### config.mk
export PLATFORM = sky130hd
export DESIGN_NAME = dsa_mul
export DESIGN_NICKNAME = d
export VERILOG_FILES = /design/src/hdl/descriptor_slot_allocator_core_macros.svh /design/src/hdl/dsa_pkg.sv /design/src/hdl/dsa_mul.sv
export SDC_FILE = /design/constraint.sdc
export NUM_CORES = 1
export LEC_CHECK = 0
export BUFFER_PORTS_ARGS = -buffer_cell sky130_fd_sc_hd__buf_4
export CORE_MARGIN = 1
export CORE_UTILIZATION = 60
export CTS_BUF_LIST = sky130_fd_sc_hd__clkbuf_4
export DETAILED_ROUTE_END_ITERATION = 8
export PLACE_DENSITY = 0.87
export SLEW_MARGIN = 20
export SYNTH_ARGS = -nofsm -noshare
export SYNTH_HDL_FRONTEND = slang
export SYNTH_SLANG_ARGS = --single-unit
### constraint.sdc
create_clock -name i_clk -period 3 [get_ports i_clk]
set_input_delay 0 -clock i_clk [delete_from_list [all_inputs] [get_ports i_clk]]
set_output_delay 0 -clock i_clk [all_outputs]
set_load 0.05 [all_outputs]
### src/hdl/descriptor_slot_allocator_core_macros.svh
// assertion macros for the descriptor slot allocator
`ifndef DESCRIPTOR_SLOT_ALLOCATOR_CORE_MACROS_SVH
`define DESCRIPTOR_SLOT_ALLOCATOR_CORE_MACROS_SVH
`ifndef NO_ASSERTIONS
`define DSA_ASSERT_IMP(label, clk, rst_n, ante, cons) \
    label: assert property (@(posedge clk) disable iff (!rst_n) (ante) |-> (cons)) \
        else $error("assertion failed");
`define DSA_ASSERT_NXT(label, clk, rst_n, ante, cons) \
    label: assert property (@(posedge clk) disable iff (!rst_n) (ante) |=> (cons)) \
        else $error("assertion failed");
`else
`define DSA_ASSERT_IMP(label, clk, rst_n, ante, cons)
`define DSA_ASSERT_NXT(label, clk, rst_n, ante, cons)
`endif
`endif

### src/hdl/dsa_pkg.sv
// ----------------------------------------------------------------------------
// dsa_pkg
// shared types and codes of the descriptor slot allocator
// ----------------------------------------------------------------------------
`default_nettype none
package dsa_pkg;
    localparam logic [1:0] OP_ALLOC_P = 2'd0;
    localparam logic [1:0] OP_FREE_P  = 2'd1;
    localparam logic [1:0] OP_ALLOC_T = 2'd2;
    localparam logic [1:0] OP_LOOKUP  = 2'd3;

    localparam logic [2:0] ST_OK      = 3'd0;
    localparam logic [2:0] ST_EXHAUST = 3'd1;
    localparam logic [2:0] ST_BAD_IDX = 3'd2;
    localparam logic [2:0] ST_DBL     = 3'd3;
    localparam logic [2:0] ST_ZERO    = 3'd4;
    localparam logic [2:0] ST_SUBMIT  = 3'd5;
    localparam logic [2:0] ST_BAD_FRM = 3'd6;
    localparam logic [2:0] ST_CORRUPT = 3'd7;

    localparam logic [1:0] REG_FRAME_COUNT = 2'd0;
    localparam logic [1:0] REG_DESC_SIZE   = 2'd1;
    localparam logic [1:0] REG_CPU_BASE    = 2'd2;
    localparam logic [1:0] REG_GPU_BASE    = 2'd3;

    typedef enum logic [3:0] {
        S_IDLE, S_CLEAR, S_READ, S_DECIDE, S_DIV, S_TALLOC,
        S_MUL, S_CPU, S_GPU, S_OUT
    } t_state;

    // multiply unit control
    typedef struct packed {
        logic start;
        logic busy;
        logic done;
    } t_mul_ctl;
endpackage
`default_nettype wire

### src/hdl/dsa_mul.sv
// ----------------------------------------------------------------------------
// dsa_mul
// shift-add multiplier, one multiplier bit per cycle
// ----------------------------------------------------------------------------
`default_nettype none
module dsa_mul #(
    parameter int AW = 16,
    parameter int BW = 16
) (
    input  wire             i_clk,
    input  wire             i_rst_n,
    input  wire             i_start,
    input  wire  [AW-1:0]   i_a,
    input  wire  [BW-1:0]   i_b,
    output dsa_pkg::t_mul_ctl o_ctl,
    output logic [AW+BW-1:0] o_prod
);
    localparam int CW = $clog2(BW + 1);
    logic [CW-1:0]     r_cnt, n_cnt;
    logic              r_busy, n_busy, r_done, n_done;
    logic [AW+BW-1:0]  r_acc, n_acc, r_a, n_a;
    logic [BW-1:0]     r_b, n_b;

    always_comb begin
        n_cnt = r_cnt; n_busy = r_busy; n_done = 1'b0;
        n_acc = r_acc; n_a = r_a; n_b = r_b;
        if (i_start) begin
            n_cnt = CW'(BW); n_busy = 1'b1; n_acc = '0;
            n_a = (AW+BW)'(i_a); n_b = i_b;
        end else if (r_busy) begin
            if (r_b[0]) n_acc = r_acc + r_a;
            n_a = r_a << 1;
            n_b = r_b >> 1;
            n_cnt = r_cnt - CW'(1);
            if (r_cnt == CW'(1)) begin
                n_busy = 1'b0; n_done = 1'b1;
            end
        end
    end

    always_ff @(posedge i_clk) begin
        if (!i_rst_n) begin
            r_busy <= 1'b0; r_done <= 1'b0; r_cnt <= '0;
        end else begin
            r_busy <= n_busy; r_done <= n_done; r_cnt <= n_cnt;
        end
        r_acc <= n_acc; r_a <= n_a; r_b <= n_b;
    end

    assign o_ctl.start = i_start;
    assign o_ctl.busy  = r_busy;
    assign o_ctl.done  = r_done;
    assign o_prod      = r_acc;
endmodule
`default_nettype wire

==> qor.txt, run 1 <==
====================================================================================================
Pre-antenna DRT Iters                                                                              5
Share of post-route cells with drive strength above 1                                          0.227
Die boundary height                                                                          93.3 µm
Final-report setup violation count                                                                 0
I/O pins                                                                                          70
Share of the yosys chip area belonging to registers                                            0.412
Required time at the worst-slack endpoint                                                    3.35 ns
Clock-pin slew reported for the worst setup and hold paths after clock tree synthesis        0.18 ns
Worst Tran Pin Value                                                                        0.949 ns
Sum of internal, switching and leakage power                                                 2.61 mW
Share of power burned in combinational logic                                                   0.227
Setup slack of the critical path after layout                                               0.163 ns
Avg Inst Size Synth                                                                         9.54 µm²
CP cell instances                                                                       ha_1, fa_1, a21o_1, a31oi_4, o21bai_2, a41oi_2, o31a_1, o21ai_0, o311ai_0
Number of buffers created by CTS                                                                   9
Synth Cell Area                                                                             5010 µm²
Register-to-register setup slack                                                             0.16 ns
Synthesized-area fraction occupied by and/or/nand/nor cells                                    0.153
Remaining global-route overflow                                                                    0
Post-DP HPWL                                                                                 8030 µm
Internal power                                                                               1.76 mW
Sink Count                                                                                        87
Worst setup skew after layout                                                              0.0309 ns
Element type at the critical path start                                                         flop
Vias after detailed routing                                                                    4,334
Largest net degree at the start of global routing                                                 49
Total Nets Final                                                                                 686
Maximum clock frequency                                                                      352 MHz
Reported net switching power                                                                0.849 mW
R2r startpoint                                                                                r_a[0]
Cells after Synth                                                                                525
Element type at the critical path end                                                           flop
Critical path buffer and inverter count                                                            0
Primary FF master, synth                                                                     dfxtp_1
Number of nets with antenna violations after routing                                               0
Row cnt                                                                                           32
Main combinational cell family by area after synthesis                                  compound AO/OA/AOI/OAI gates
Post-synth top area cell                                                                     dfxtp_1
Wire length per cell after detailed routing                                                  16.6 µm
Initial Utilization                                                                            0.635
Share of synthesized cell area in full adder, half adder and majority cells                   0.0865
Cell leakage power                                                                           2.56 nW
Critical path depth                                                                                9
Category of cells accounting for the largest share of critical-path delay               compound AO/OA/AOI/OAI gates
R2R cell count                                                                                     9
Top-count cell post-synth                                                                    nand2_1
Yosys top cell area share                                                                      0.220
RSZ-0062 raised after global routing                                                              no
Area of the multi-input gates                                                               2820 µm²
Buffers from clock root to sink, at most                                                           2
Fill count                                                                                       497
Number of max-cap violations                                                                       0
TritonCTS clock tree                                                                           built
Peak supply drop                                                                              353 µV
Final sum of negative setup slack                                                               0 ns
Startpoint of the lowest-slack hold path                                                      i_a[0]
Post-Synthesis Net Count                                                                         594
Wire length of the first global-routing pass                                               20,100 µm
Buffers added on ports                                                                            69
Number of violations reported at the end of detailed-routing iteration 0                         261
Via count of the first global-routing pass                                                     4,316
Hold Crit Class                                                                            in -> reg
Share of synthesized flip-flops with an asynchronous set or reset                                  0
Share of synthesized area spent on multiplexers                                                0.104
Library cells used by synthesis                                                                   70
Power share of the sequential group                                                            0.519
Master of the slowest instance on the critical path                                         edfxtp_1
End of the worst register-to-register path                                                o_prod[30]
Worst-skew pair later-pin latency                                                            0.47 ns
Number of antenna violations at the first check in global routing                                  0
Root buffer cell                                                                            clkbuf_4
Clock network fraction of total power                                                          0.254
Worst rel slew slack                                                                           0.365
Hold endpoint                                                                                 r_a[0]
Post-route fraction of the period consumed by the critical path                                0.946
Number of flip-flops and latches in the synthesized netlist                                       87
Post-synth EDFFs                                                                                  32
Layout overhead on the synthesized area                                                        21.6%
Placement Setup Slack                                                                       0.155 ns
Number of max-slew violations in the final report                                                  0
Slowest cell delay on critical path                                                          0.42 ns
Die X                                                                                        93.3 µm
CP max FO                                                                                          4
DRC errors left                                                                                    0
Worst EP arrival                                                                             3.19 ns
Shortest clock period the worst path allows after layout                                     2.84 ns
Count of antenna diodes in the layout                                                              0
Core ar.                                                                                    7890 µm²
Post-detailed-routing wire length                                                          12,100 µm
Switching part of the total                                                                    0.326
Number of instances on the worst hold path                                                         3
Area of the die                                                                             8710 µm²
Routability congestion estimate                                                                0.885
Footprint of the flip-flops and latches                                                     2060 µm²
Kind of critical path                                                                     reg -> reg
Final hold violation count                                                                         0
Share of the synthesized area in compound gates (AO/OA/AOI/OAI)                                0.169
Main area contributors after synthesis                                                  dfxtp_1 22%, edfxtp_1 19%, ha_1 8.2%
Xor and xnor area share after synthesis                                                       0.0437
Total of warnings raised by yosys                                                                  0
GRT Resource Usage Total                                                                       0.295
Post-DR vias/cell                                                                               5.99
Result of the run                                                                       finished, final reports clean
Clock H-tree levels                                                                                3
Most instantiated cells after synthesis                                                 68 x nand2_1, 55 x dfxtp_1, 48 x a21oi_1, 48 x nor2_1, 33 x ha_1
Pwr dens                                                                                  428 nW/µm²
====================================================================================================
[through the flow]
stage	instance area, µm²	hold WS, ns	util	instances
6_report	6090	0.358	0.772	724
5_1_grt	6090	0.334	0.772	724
4_1_cts	6030	0.00918	0.765	721
3_5_place_dp	5570	0.281	0.706	672
3_3_place_gp	5570	0.252	0.706	672
2_1_floorplan	5010	0.128	-	525
[metal layers]
layer | track usage | vias up | part of all wire
li1 | - | 2096 | -
met1 | 0.348 | 2047 | 0.41
met2 | 0.529 | 178 | 0.51
met3 | 0.0829 | 13 | 0.071
met4 | 0.0705 | 0 | 0.011
met5 | 0 | - | 0
[layout make-up]
type | count | area share
Clock buffer | 9 | 0.0111
Clock inverter | 7 | 0.0113
Inverter | 7 | 0.00432
Multi-Input combinational cell | 401 | 0.463
Sequential cell | 87 | 0.339
Tap cell | 102 | 0.0210
Timing Repair Buffer | 111 | 0.151
[power groups by stage]
stage	sequential [mW]	clock (mW)	combinational, mW
after floorplan	1.42	0	0.341
after global placement	1.37	0	0.515
after detailed placement	1.38	0	0.532
after CTS	1.35	0.666	0.571
after global routing	1.36	0.720	0.638
final	1.35	0.663	0.591
[worst register-to-register path: stages (launching register included)]
cell and delay, ns:
edfxtp_1 0.42, ha_1 0.23, fa_1 0.42, a21o_1 0.24, a31oi_4 0.23, o21bai_2 0.12, a41oi_2 0.28, o31a_1 0.29
o21ai_0 0.16, o311ai_0 0.34
[repair_timing]
item	in CTS	in global routing
resized for setup	0	5
hold buffers	33	1
hold endpoints to repair	39	2
setup buffers	0	2
endpoints found under the setup margin	0	5
[flip-flops by register name, summed over array words and instances, names as in the netlist]
| name | flops |
|---|---|
| r_b | 16 |
| r_busy | 1 |
| o_prod | 32 |
| r_a | 32 |
| r_cnt | 5 |
| r_done | 1 |
[cell families (layout without fill, tap and decap cells)]
| group | Yosys count | after routing |
|---|---|---|
| muxes | 48 | 48 |
| AOI/OAI and AO/OA | 125 | 125 |
| and+or+nand+nor | 169 | 169 |
| DFF | 87 | 87 |
| buffers and inverters | 37 | 134 |
| adders and majority gates | 34 | 34 |
| xor gates and xnor gates | 25 | 25 |
[how the worst max path moves through the flow]
stage | start | endpoint | slack, ns
5_1_grt | r_a[0] | o_prod[30] | 0.03
3_3_place_gp | r_a[0] | o_prod[24] | 0.26
3_5_place_dp | r_a[1] | o_prod[29] | 0.16
4_1_cts | r_a[1] | o_prod[29] | 0.08
2_1_floorplan | o_prod[1] | o_prod[29] | 0.24
6_report | r_a[0] | o_prod[30] | 0.16
[layout by cell type, fill, tap and decap left out, types with 4 or more instances in the layout]
master / netlist / layout
mux2_2: 30 / 30
nand2_1: 68 / 68
o21ai_0: 14 / 14
nand3_1: 10 / 10
dfxtp_1: 55 / 55
dlygate4sd3_1: 0 / 34
clkbuf_4: 0 / 9
xnor2_1: 17 / 17
buf_4: 4 / 77
mux2i_1: 17 / 17
nor3_1: 8 / 8
o21bai_1: 4 / 4
o211ai_1: 4 / 4
xor2_1: 8 / 8
edfxtp_1: 32 / 32
nand4_1: 6 / 6
ha_1: 33 / 33
o21a_1: 4 / 4
a21oi_1: 48 / 47
nor2b_1: 4 / 4
a22o_1: 7 / 7
nor2_1: 48 / 48
inv_1: 7 / 7
a21o_1: 9 / 9
Power figures use the tool's default switching activity.
==> run 2: changes to the inputs <==
--- a/config.mk
+++ b/config.mk
@@ -5,12 +5,13 @@
 export SDC_FILE = /design/constraint.sdc
 export NUM_CORES = 1
 export LEC_CHECK = 0
+export ABC_AREA = 1
 export BUFFER_PORTS_ARGS = -buffer_cell sky130_fd_sc_hd__buf_4
 export CORE_MARGIN = 1
 export CORE_UTILIZATION = 60
 export CTS_BUF_LIST = sky130_fd_sc_hd__clkbuf_4
 export DETAILED_ROUTE_END_ITERATION = 8
-export PLACE_DENSITY = 0.87
+export PLACE_DENSITY = 0.86
 export SLEW_MARGIN = 20
 export SYNTH_ARGS = -nofsm -noshare
 export SYNTH_HDL_FRONTEND = slang
==> constraint.sdc (replaced) <==
create_clock -name i_clk -period 3 [get_ports i_clk]
set_input_delay 0 -clock i_clk [delete_from_list [all_inputs] [get_ports i_clk]]
set_output_delay 0 -clock i_clk [all_outputs]
set_load 0.1 [all_outputs]
==> run 2 against run 1 <==
  * Global-route usage rose by 0.18 points
  * Setup slack improved by 0.79 ns
  * Core utilization fell by 3.2 points
  * Combinational power rose by 74%
  * Clock skew fell by 0.010 ns
  * Register-to-register slack improved by 0.79 ns
  * Largest cell class unchanged
  * Critical path type unchanged
  * Sequential share of layout area fell by 4.0 points
  * First-iteration DRC count rose by 43%
  * Largest power group unchanged
==> qor.txt, run 2 <==
====================================================================================================
Result of the run                                                                       finished, final reports clean
Final hold violation count                                                                         0   unchanged
Wire length of the first global-routing pass                                               23,800 µm   +18%
Switching part of the total                                                                    0.405   +0.0796
Peak supply drop                                                                              305 µV   -14%
Clock network fraction of total power                                                          0.214   -0.040
Required time at the worst-slack endpoint                                                    3.37 ns   +0.02 ns
Routability congestion estimate                                                                0.960   +8.4%
Most frequent cells in the layout                                                       310 x nand2_1, 136 x inv_1, 133 x nor2_1
Die boundary height                                                                           101 µm   +7.9%
Total Nets Final                                                                               1,062   +55%
Number of cells upsized or downsized after cts                                                     0   unchanged
Number of antenna violations at the first check in global routing                                  0   unchanged
Worst Tran Pin Value                                                                        0.886 ns   -0.0631 ns
Post-route fraction of the period consumed by the critical path                                0.682   -0.264
Area of the die                                                                           10,100 µm²   +16%
RSZ-0062 raised after global routing                                                              no
Post-Synthesis Net Count                                                                         968   +63%
Number of violations reported at the end of detailed-routing iteration 0                         373   +43%
Root buffer cell                                                                            clkbuf_4
Number of max-cap violations                                                                       0   unchanged
Sink Count                                                                                        87   unchanged
Number of nets with antenna violations after routing                                               0   unchanged
Worst EP arrival                                                                             2.42 ns   -0.77 ns
R2R cell count                                                                                    12   +3
Post-detailed-routing wire length                                                          14,300 µm   +19%
Primary FF master, synth                                                                     dfxtp_1
Final sum of negative setup slack                                                               0 ns   unchanged
Post-CTS Hold Fix Bufs                                                                            33   unchanged
Row cnt                                                                                           35   +9.4%
Clock H-tree levels                                                                                3   unchanged
Number of buffers created by CTS                                                                   9   unchanged
Power share of the sequential group                                                            0.454   -0.065
Element type at the critical path end                                                           flop
Remaining global-route overflow                                                                    0   unchanged
Critical Path End                                                                         o_prod[24]
Fill count                                                                                       780   +57%
Main area contributors after synthesis                                                  nand2_1 20%, dfxtp_1 19%, edfxtp_1 16%
Reported net switching power                                                                 1.26 mW   +48%
TritonCTS clock tree                                                                           built
Setup slack of the critical path after layout                                               0.955 ns   +0.792 ns
Maximum clock frequency                                                                      489 MHz   +39%
Worst-skew pair later-pin latency                                                            0.46 ns   about the same
Cell count after placement                                                                     1,078   +60%
Kind of critical path                                                                     reg -> reg
Most instantiated cells after synthesis                                                 310 x nand2_1, 136 x inv_1, 133 x nor2_1, 55 x dfxtp_1, 36 x nand3_1
Timing startpoint of the critical path                                                        r_a[0]
End of the worst register-to-register path                                                o_prod[24]
Clock-pin slew reported for the worst setup and hold paths after clock tree synthesis        0.16 ns   -0.02 ns
Synth Cell Area                                                                             5840 µm²   +17%
Internal power                                                                               1.84 mW   +4.9%
Count of antenna diodes in the layout                                                              0   unchanged
Post-DP HPWL                                                                               10,000 µm   +25%
Cells after Synth                                                                                899   +71%
Core ar.                                                                                    9330 µm²   +18%
Hold Crit Class                                                                            in -> reg
Setup repair bufs after CTS                                                                        0   unchanged
Worst setup skew after layout                                                              0.0204 ns   -0.0104 ns
Total of warnings raised by yosys                                                                  0   unchanged
Wire length per cell after detailed routing                                                  12.7 µm   -24%
Most common cell after layout, fill and taps aside                                           nand2_1
Number of flip-flops and latches in the synthesized netlist                                       87   unchanged
Post-Layout Cell Count                                                                         1,127   +56%
Pwr dens                                                                                  450 nW/µm²   +5.0%
Via count of the first global-routing pass                                                     5,323   +23%
Number of max-slew violations in the final report                                                  0   unchanged
Die X                                                                                         101 µm   +7.9%
Share of synthesized flip-flops with an asynchronous set or reset                                  0   unchanged
Post-synth EDFFs                                                                                  32   unchanged
Buffers added on ports                                                                            69   unchanged
Worst rel slew slack                                                                           0.409   +0.0436
Yosys top cell area share                                                                      0.199   -0.0208
Element type at the critical path start                                                         flop
CP max FO                                                                                          4   unchanged
GRT Resource Usage Total                                                                       0.297   +0.00178
DRC errors left                                                                                    0   unchanged
I/O pins                                                                                          70   unchanged
Initial Utilization                                                                            0.627   -0.00812
Sum of internal, switching and leakage power                                                 3.10 mW   +19%
Share of the yosys chip area belonging to registers                                            0.353   -0.0591
Largest net degree at the start of global routing                                                 59   +20%
Share of post-route cells with drive strength above 1                                          0.134   -0.0924
R2r startpoint                                                                                r_a[0]
Layout overhead on the synthesized area                                                        18.0%
Cell leakage power                                                                           3.86 nW   +51%
Vias after detailed routing                                                                    5,708   +32%
Shortest clock period the worst path allows after layout                                     2.04 ns   -0.792 ns
Avg Inst Size Synth                                                                         6.50 µm²   -32%
Buffers from clock root to sink, at most                                                           2   unchanged
Post-synth top area cell                                                                     nand2_1
Register-to-register setup slack                                                             0.96 ns   +0.79 ns
Placement Setup Slack                                                                       0.989 ns   +0.834 ns
Share of power burned in combinational logic                                                   0.332   +0.105
Final-report setup violation count                                                                 0   unchanged
Finished Core Util                                                                             0.739   -0.0322
Top-count cell post-synth                                                                    nand2_1
Post-DR vias/cell                                                                               5.06   -15%
Library cells used by synthesis                                                                   38   -46%
Pre-antenna DRT Iters                                                                              5   unchanged
====================================================================================================
==> run 2: changes by cell type after synthesis, moves of 17 or more <==
cell     previous run  this run
mux2i_1            17         0
inv_1               7       136
nand2_1            68       310
mux2_2             30         0
o21ai_0            14        33
nand3_1            10        36
nand2_2             1        18
a21oi_1            48        27
nor2_1             48       133
==> run 2: logic make-up after synthesis <==
kind of cell	share of synthesized area
xor gates and xnor gates	0.0240
adders and majority gates	0.0741
DFF	0.353
AOI/OAI and AO/OA	0.0668
and+or+nand+nor	0.369
buffers and inverters	0.113
==> run 2: metrics by stage <==
stage,instance area (µm²),hold slack [ns]
after global placement,6440,0.227
final,6900,0.127
after CTS,6900,0.129
after detailed placement,6440,0.231
after global routing,6900,0.175
after floorplan,5840,0.117
==> run 2: how the worst min path moves through the flow <==
| stage | start | to | slack (ns) | cells past startpoint |
|---|---|---|---|---|
| after floorplan | i_rst_n | r_cnt[4] | 0.12 | 1 |
| after global placement | i_rst_n | r_cnt[4] | 0.23 | 2 |
| after detailed placement | i_rst_n | r_cnt[4] | 0.23 | 2 |
| after CTS | i_start | r_cnt[4] | 0.13 | 4 |
| after global routing | i_start | r_cnt[4] | 0.18 | 4 |
| final | i_start | r_cnt[4] | 0.13 | 4 |
==> run 2: power by group through the flow <==
stage	clock network, mW	logic, mW	registers, mW
after detailed placement	0	0.982	1.43
after CTS	0.671	1.02	1.41
after global placement	0	0.967	1.43
after global routing	0.711	1.12	1.42
final	0.663	1.03	1.41
after floorplan	0	0.527	1.65
==> run 2: layer usage <==
layer / GRT usage / vias to the layer above / share of wire
met5: 0 / - / 0
met2: 0.504 / 185 / 0.46
met1: 0.388 / 2561 / 0.46
met3: 0.0465 / 24 / 0.067
met4: 0.0970 / 0 / 0.020
li1: - / 2938 / -
==> run 2: worst max-delay path, cell delays in order (launching register included) <==
cell and delay [ns]:
edfxtp_1 0.42, ha_1 0.26, fa_1 0.46, nand3_1 0.13
nand3_2 0.09, nand2_1 0.09, nand2_1 0.09, nand2_1 0.09
nand3_1 0.08, nand2_1 0.07, nand3_1 0.06, nand2_1 0.09
inv_1 0.03
==> run 2: area by class of cell <==
cell class                      instances  area [µm²]  share of cell area
Clock buffer                            9        67.6             0.00980
Clock inverter                          7        61.3             0.00889
Inverter                              143         537              0.0778
Multi-Input combinational cell        645        3120               0.453
Sequential cell                        87        2060               0.299
Tap cell                              129         161              0.0234
Timing Repair Buffer                  107         886               0.128
